$ cat src/hdl/tspl_pkg.sv
// Package for the tree softmax path loss core: codes, state types and constants.
// No dependencies; every other file of the block imports it.
package tspl_pkg;

  localparam int NUM_CLASSES_DEF = 1024;
  localparam int MAX_DEPTH_DEF   = 16;
  localparam int PROB_BITS_DEF   = 16;

  // Width of a stored log term, enough for the widest probability format.
  localparam int LT_W = 21;

  // ln(2) in Q2.58.
  localparam logic [63:0] LN2_Q = 64'h02C5C85FDF473DE7;

  localparam int FRAC_STEPS = 58;
  localparam int SERIES_TERMS = 30;

  localparam logic [1:0] FUNC_WR_PARENT = 2'd0;
  localparam logic [1:0] FUNC_WR_PROB   = 2'd1;
  localparam logic [1:0] FUNC_EVAL      = 2'd2;

  localparam logic [0:0] CFG_IGNORE_ENABLE = 1'd0;
  localparam logic [0:0] CFG_IGNORE_VALUE  = 1'd1;

  localparam logic [1:0] ST_OK      = 2'd0;
  localparam logic [1:0] ST_IGNORED = 2'd1;
  localparam logic [1:0] ST_DEPTH   = 2'd2;

  typedef enum logic [2:0] {
    L_IDLE, L_FDIV, L_MUL, L_MULRES, L_QDIV, L_FIN, L_RND
  } log_state_t;

  typedef enum logic [1:0] {
    T_IDLE, T_LOG, T_CHECK, T_READ
  } top_state_t;

endpackage

$ cat src/hdl/tspl_log_unit.sv
// Iterative -ln(p) unit: one shared divider step and one 32x32 multiplier.
// Depends on tspl_pkg for constants and the sequencer state type.
module tspl_log_unit #(
  parameter int PROB_BITS = tspl_pkg::PROB_BITS_DEF
) (
  input  logic                      clk,
  input  logic                      rst_n,
  input  logic                      start,
  input  logic [15:0]               code,
  output logic                      done,
  output logic [tspl_pkg::LT_W-1:0] term
);
  import tspl_pkg::*;

  localparam logic [15:0] PMASK =
    (PROB_BITS >= 16) ? 16'hFFFF : 16'((32'd1 << PROB_BITS) - 32'd1);
  localparam logic [4:0] PB5 = 5'(PROB_BITS);
  localparam logic [63:0] RCP_ONES = '1;

  log_state_t state_r, state_nxt;

  logic [3:0]   e_r, e_nxt;
  logic [16:0]  den_r, den_nxt;
  logic [16:0]  rem_r, rem_nxt;
  logic [59:0]  quo_r, quo_nxt;
  logic [5:0]   it_r, it_nxt;
  logic [4:0]   k_r, k_nxt;
  logic [1:0]   mi_r, mi_nxt;
  logic         sq_r, sq_nxt;
  logic         dv_r, dv_nxt;
  logic [63:0]  a_r, a_nxt, b_r, b_nxt;
  logic [127:0] acc_r, acc_nxt;
  logic [63:0]  zz_r, zz_nxt, tm_r, tm_nxt, sum_r, sum_nxt, r_r, r_nxt;

  logic [15:0]  p_m, p_c;
  logic [3:0]   e_c;
  logic [16:0]  num_c, den_c;
  logic [17:0]  dsr, tdiv, diff;
  logic         ge;
  logic [16:0]  rem_step;
  logic [31:0]  ah, bh;
  logic [63:0]  pp;
  logic [127:0] pp_sh;
  logic [63:0]  mres, quot, rnd, rcp;
  logic [68:0]  scaled;

  always_comb begin
    p_m = code & PMASK;
    p_c = (p_m == 16'd0) ? 16'd1 : p_m;
    e_c = 4'd0;
    for (int i = 0; i < 16; i++) begin
      if (p_c[i]) e_c = 4'(i);
    end
    num_c = {1'b0, p_c} - (17'd1 << e_c);
    den_c = {1'b0, p_c} + (17'd1 << e_c);
  end

  // Shared compare-subtract step of the fraction divide.
  always_comb begin
    dsr      = {1'b0, den_r};
    tdiv     = {rem_r, 1'b0};
    ge       = (tdiv >= dsr);
    diff     = tdiv - dsr;
    rem_step = ge ? diff[16:0] : tdiv[16:0];
  end

  // Reciprocal of 2k+1, rounded up to 64 fraction bits. For series terms below
  // 2^58 the top half of the product is the exact truncated quotient.
  always_comb begin
    case (k_r)
      5'd1:    rcp = RCP_ONES / 64'd3  + 64'd1;
      5'd2:    rcp = RCP_ONES / 64'd5  + 64'd1;
      5'd3:    rcp = RCP_ONES / 64'd7  + 64'd1;
      5'd4:    rcp = RCP_ONES / 64'd9  + 64'd1;
      5'd5:    rcp = RCP_ONES / 64'd11 + 64'd1;
      5'd6:    rcp = RCP_ONES / 64'd13 + 64'd1;
      5'd7:    rcp = RCP_ONES / 64'd15 + 64'd1;
      5'd8:    rcp = RCP_ONES / 64'd17 + 64'd1;
      5'd9:    rcp = RCP_ONES / 64'd19 + 64'd1;
      5'd10:   rcp = RCP_ONES / 64'd21 + 64'd1;
      5'd11:   rcp = RCP_ONES / 64'd23 + 64'd1;
      5'd12:   rcp = RCP_ONES / 64'd25 + 64'd1;
      5'd13:   rcp = RCP_ONES / 64'd27 + 64'd1;
      5'd14:   rcp = RCP_ONES / 64'd29 + 64'd1;
      5'd15:   rcp = RCP_ONES / 64'd31 + 64'd1;
      5'd16:   rcp = RCP_ONES / 64'd33 + 64'd1;
      5'd17:   rcp = RCP_ONES / 64'd35 + 64'd1;
      5'd18:   rcp = RCP_ONES / 64'd37 + 64'd1;
      5'd19:   rcp = RCP_ONES / 64'd39 + 64'd1;
      5'd20:   rcp = RCP_ONES / 64'd41 + 64'd1;
      5'd21:   rcp = RCP_ONES / 64'd43 + 64'd1;
      5'd22:   rcp = RCP_ONES / 64'd45 + 64'd1;
      5'd23:   rcp = RCP_ONES / 64'd47 + 64'd1;
      5'd24:   rcp = RCP_ONES / 64'd49 + 64'd1;
      5'd25:   rcp = RCP_ONES / 64'd51 + 64'd1;
      5'd26:   rcp = RCP_ONES / 64'd53 + 64'd1;
      5'd27:   rcp = RCP_ONES / 64'd55 + 64'd1;
      5'd28:   rcp = RCP_ONES / 64'd57 + 64'd1;
      5'd29:   rcp = RCP_ONES / 64'd59 + 64'd1;
      5'd30:   rcp = RCP_ONES / 64'd61 + 64'd1;
      default: rcp = '0;
    endcase
  end

  always_comb begin
    ah = mi_r[1] ? a_r[63:32] : a_r[31:0];
    bh = mi_r[0] ? b_r[63:32] : b_r[31:0];
    pp = ah * bh;
    case (mi_r)
      2'd0:    pp_sh = {64'd0, pp};
      2'd3:    pp_sh = {pp, 64'd0};
      default: pp_sh = {32'd0, pp, 32'd0};
    endcase
    mres   = acc_r[121:58];
    quot   = acc_r[127:64];
    scaled = (PB5 - {1'b0, e_r}) * {5'd0, LN2_Q};
    rnd    = r_r + (64'd1 << 41);
  end

  always_comb begin
    state_nxt = state_r;
    unique case (state_r)
      L_IDLE:   if (start) state_nxt = L_FDIV;
      L_FDIV:   if (it_r == 6'(FRAC_STEPS - 1)) state_nxt = L_MUL;
      L_MUL:    if (mi_r == 2'd3) state_nxt = dv_r ? L_QDIV : L_MULRES;
      L_MULRES: state_nxt = L_MUL;
      L_QDIV:   state_nxt = (k_r == 5'(SERIES_TERMS)) ? L_FIN : L_MUL;
      L_FIN:    state_nxt = L_RND;
      L_RND:    state_nxt = L_IDLE;
      default:  state_nxt = L_IDLE;
    endcase
  end

  always_comb begin
    e_nxt = e_r; den_nxt = den_r; rem_nxt = rem_r; quo_nxt = quo_r;
    it_nxt = it_r; k_nxt = k_r; mi_nxt = mi_r; dv_nxt = dv_r;
    sq_nxt = sq_r; a_nxt = a_r; b_nxt = b_r; acc_nxt = acc_r;
    zz_nxt = zz_r; tm_nxt = tm_r; sum_nxt = sum_r; r_nxt = r_r;
    unique case (state_r)
      L_IDLE: begin
        if (start) begin
          e_nxt   = e_c;
          den_nxt = den_c;
          rem_nxt = num_c;
          quo_nxt = '0;
          it_nxt  = '0;
        end
      end
      L_FDIV: begin
        rem_nxt = rem_step;
        quo_nxt = {quo_r[58:0], ge};
        it_nxt  = it_r + 6'd1;
        if (it_r == 6'(FRAC_STEPS - 1)) begin
          a_nxt   = {6'd0, quo_nxt[57:0]};
          b_nxt   = {6'd0, quo_nxt[57:0]};
          tm_nxt  = {6'd0, quo_nxt[57:0]};
          sum_nxt = {6'd0, quo_nxt[57:0]};
          sq_nxt  = 1'b1;
          dv_nxt  = 1'b0;
          acc_nxt = '0;
          mi_nxt  = '0;
        end
      end
      L_MUL: begin
        acc_nxt = acc_r + pp_sh;
        mi_nxt  = mi_r + 2'd1;
      end
      L_MULRES: begin
        if (sq_r) begin
          zz_nxt  = mres;
          sq_nxt  = 1'b0;
          k_nxt   = 5'd1;
          a_nxt   = tm_r;
          b_nxt   = mres;
        end else begin
          // The new odd power is divided by 2k+1 on the same multiplier.
          tm_nxt  = mres;
          a_nxt   = mres;
          b_nxt   = rcp;
          dv_nxt  = 1'b1;
        end
        acc_nxt = '0;
        mi_nxt  = '0;
      end
      L_QDIV: begin
        sum_nxt = sum_r + quot;
        dv_nxt  = 1'b0;
        k_nxt   = k_r + 5'd1;
        a_nxt   = tm_r;
        b_nxt   = zz_r;
        acc_nxt = '0;
        mi_nxt  = '0;
      end
      L_FIN: r_nxt = scaled[63:0] - {sum_r[62:0], 1'b0};
      L_RND: ;
      default: ;
    endcase
  end

  assign done = (state_r == L_RND);
  assign term = rnd[62:42];

  always_ff @(posedge clk) begin
    if (!rst_n) state_r <= L_IDLE;
    else        state_r <= state_nxt;
  end

  always_ff @(posedge clk) begin
    e_r <= e_nxt; den_r <= den_nxt; rem_r <= rem_nxt; quo_r <= quo_nxt;
    it_r <= it_nxt; k_r <= k_nxt; mi_r <= mi_nxt; dv_r <= dv_nxt;
    sq_r <= sq_nxt; a_r <= a_nxt; b_r <= b_nxt; acc_r <= acc_nxt;
    zz_r <= zz_nxt; tm_r <= tm_nxt; sum_r <= sum_nxt; r_r <= r_nxt;
  end

endmodule

$ cat config.mk
export PLATFORM = sky130hd
export DESIGN_NAME = tspl_log_unit
export DESIGN_NICKNAME = d
export VERILOG_FILES = /design/src/hdl/tspl_pkg.sv /design/src/hdl/tspl_log_unit.sv
export SDC_FILE = /design/constraint.sdc
export NUM_CORES = 2
export LEC_CHECK = 0
export ABC_AREA = 1
export BUFFER_PORTS_ARGS = -buffer_cell sky130_fd_sc_hd__buf_2
export CORE_UTILIZATION = 55
export DETAILED_ROUTE_END_ITERATION = 10
export HOLD_SLACK_MARGIN = 0.03
export PLACE_DENSITY = 0.78
export SETUP_SLACK_MARGIN = 0.5
export SKIP_CTS_REPAIR_TIMING = 1
export SLEW_MARGIN = 30
export SYNTH_ARGS = -nofsm -noshare
export SYNTH_HDL_FRONTEND = slang
export SYNTH_SLANG_ARGS = --single-unit
$ cat constraint.sdc
create_clock -name clk -period 18.7 [get_ports clk]
set_input_delay 3.74 -clock clk [delete_from_list [all_inputs] [get_ports clk]]
set_output_delay 3.74 -clock clk [all_outputs]
set_load 0.1 [all_outputs]
==> summary.txt <==
Synthesis
  • Post-synth cell types: 64
  • Post-synthesis net count: 13,094
  • EDFF count, synth: approximately 580
  • Syn Area/Cell: ~7.6 µm²
  • Synthesized area: a little under 90,000 µm²
  • Mapped Cells: approximately 11,000
  • Fraction of registers with async set/reset: 0
  • Synthesis-stage register bit count: 642
  • Yosys warnings: 0
  • Seq/Total Area, Yosys: 0.214
  • Dominant synthesized flop cell: edfxtp_1

Place
  • Port buffer count: 40
  • Pre-CTS WS: 5970 ps
  • RePlAce Congestion: 1.13
  • DP Wirelength: 318,000 µm

Timing
  • Unrepaired setup endpoints after global routing: no
  • Final Critical Period: 13,310 ps
  • Setup TNS: 0 ps
  • Fin. max-slew vios: 0
  • Final worst setup slack: 5390 ps
  • Worst-margin pin slew: 1130 ps
  • Final hold vios: 0
  • Fin crit share: 0.712
  • Skew final: just under 70 ps
  • Max-Slew Margin vs Limit: 0.248
  • Max frequency: 75.2 MHz
  • Final setup viols: 0

Setup path
  • Worst setup SP type: flip-flop
  • Critical path class: flip-flop to flip-flop
  • CP Data Arrival Time: 13,850 ps
  • Crit-path slowest cell: clkinv_1
  • Critical path endpoint category: flip-flop
  • Crit path max-delay family: adder cells
  • Crit path required time: 19,240 ps
  • Buf/Inv on CP: 6
  • CP max stage delay: ~750 ps
  • Worst Path Max Fanout: 34
  • Most frequent CP cell: fa_1

Status
  • Status: completed

Routing
  • Initial DRC Count: 13,495
  • Final wirelength: about 390,000 µm
  • Vias: 84,568
  • DRC: 0
  • Antenna-violating nets left: 0
  • DR WL/cell: 29.0 µm
  • Initial DRT Pass Iterations: 9
  • DR vias/cell: 6.31

CTS
  • CTS sink cnt: 642
  • Cts bufs inserted: 74
  • Root buf cell: clkbuf_16
  • CTS tree: yes
  • Maximum clock insertion buffer count: 3
  • Worst-skew pair later-pin latency: 730 ps
  • H-tree Lvls: 3
  • Worst-path clk slew: around 60 ps

Global route
  • Vias in the first global route: ~82,000
  • Initial antenna violation count: 36
  • Total congestion overflow: 0
  • Total Routing Usage GR: 0.482
  • First-pass GRT wire length: 553,000 µm
  • Largest net degree at the start of global routing: between 90 and 100

Job
  • Max Cap Viol: 0

Floorplan
  • Die area: 159,000 µm²
  • Die height: approximately 400 µm
  • Core ar.: 156,000 µm²
  • Row cnt: 145
  • Die W: 399 µm
  • Initial Util: 0.555
  • I/O pin count: 41

Layout
  • Nets: 12,994
  • FF/Latch Area: roughly 19,000 µm²
  • Most common cell after layout, fill and taps aside: nand2_1
  • Filler instances: roughly 14,000
  • P&R area growth vs syn: 6.07%
  • Most frequent cells in the layout: nand2_1 (2,112), inv_1 (2,050), nor2_1 (1,822)
  • Share of layout cells above drive strength 1: 0.0447
  • Multi-input logic area: 59,300 µm²

Min path
  • Hold Crit Class: flip-flop to flip-flop
kinds of logic after synthesis:
| family | share of synthesized area |
|---|---|
| AOI/OAI and AO/OA | 0.116 |
| xor gates and xnor gates | 0.0147 |
| adders and majority gates | 0.331 |
| buffers and inverters | 0.106 |
| DFF | 0.214 |
| and+or+nand+nor | 0.218 |
stage by stage:
stage          cell area, µm²   util  std cells  hold WS [ps]
5_1_grt                 92100  0.589      13394           533
2_1_floorplan           86800      -      11378           472
3_5_place_dp            89400  0.572      13258           518
3_3_place_gp            89400  0.571      13255           510
4_1_cts                 92000  0.588      13392           523
6_report                92100  0.589      13400           525
layer usage:
metal	wire length, µm	up-vias	GRT usage
li1	-	35873	-
met2	157000	6606	0.682
met5	566	-	0.00787
met1	141000	40632	0.616
met4	28600	52	0.286
met3	60900	1405	0.194
final timing paths:
| path | start | to | slack [ps] | depth (start not counted) |
|---|---|---|---|---|
| worst max-delay path | mi_r[1] | acc_r[71] | 5390 | 34 |
| worst min-delay path | zz_r[62] | b_r[62] | 530 | 1 |
| worst max register to register | mi_r[1] | acc_r[71] | 5390 | 34 |
| worst min register to register | zz_r[62] | b_r[62] | 530 | 1 |
layout make-up:
cell class / count / area share
multi-input cells: 8305 / 0.644
clock buffers: 99 / 0.0216
inverters: 2099 / 0.0857
repair buffers: 156 / 0.0126
well taps: 2058 / 0.0280
flip-flops and latches: 642 / 0.202
clock inverters: 35 / 0.00605
diodes: 6 / 0.000163
flip-flops by register name, summed over array words and instances (netlist names):
register,count
acc_r,126
b_r,64
den_r,17
state_r,3
sum_r,62
rem_r,17
tm_r,64
a_r,64
quo_r,57
zz_r,64
k_r,5
r_r,22
mi_r,2
it_r,6
rcp,63
sq_r,1
dv_r,1
e_r,4
cells in the mapped netlist, drive strengths merged, types with 2 or more instances:
master	number	area share
a211oi	4	0.00035
a21boi	24	0.0021
a21o	31	0.0027
a21oi	673	0.039
a221oi	2	0.00020
a22o	9	0.00091
a22oi	6	0.00052
a31oi	55	0.0040
a32oi	3	0.00030
a41oi	2	0.00020
and2	5	0.00036
and3	2	0.00014
buf	44	0.0027
clkbuf	288	0.012
clkinv	30	0.0013
dfxtp	66	0.015
edfxtp	576	0.20
fa	1005	0.23
ha	692	0.10
inv	2069	0.089
nand2	2124	0.092
nand3	371	0.022
nand3b	15	0.0013
nand4	55	0.0040
nor2	1835	0.080
nor3	100	0.0058
nor3b	2	0.00017
nor4	25	0.0018
o2111ai	6	0.00061
o211a	2	0.00023
o211ai	86	0.0074
o21a	26	0.0022
o21ai	667	0.039
o21bai	69	0.0060
o22ai	43	0.0032
o311ai	56	0.0056
o31ai	11	0.00095
o32ai	4	0.00040
or2	144	0.010
xnor2	62	0.0063
xor2	84	0.0085
Power is not shown: default switching activity piles up to over one toggle a cycle in this logic, so the estimate is an artifact.
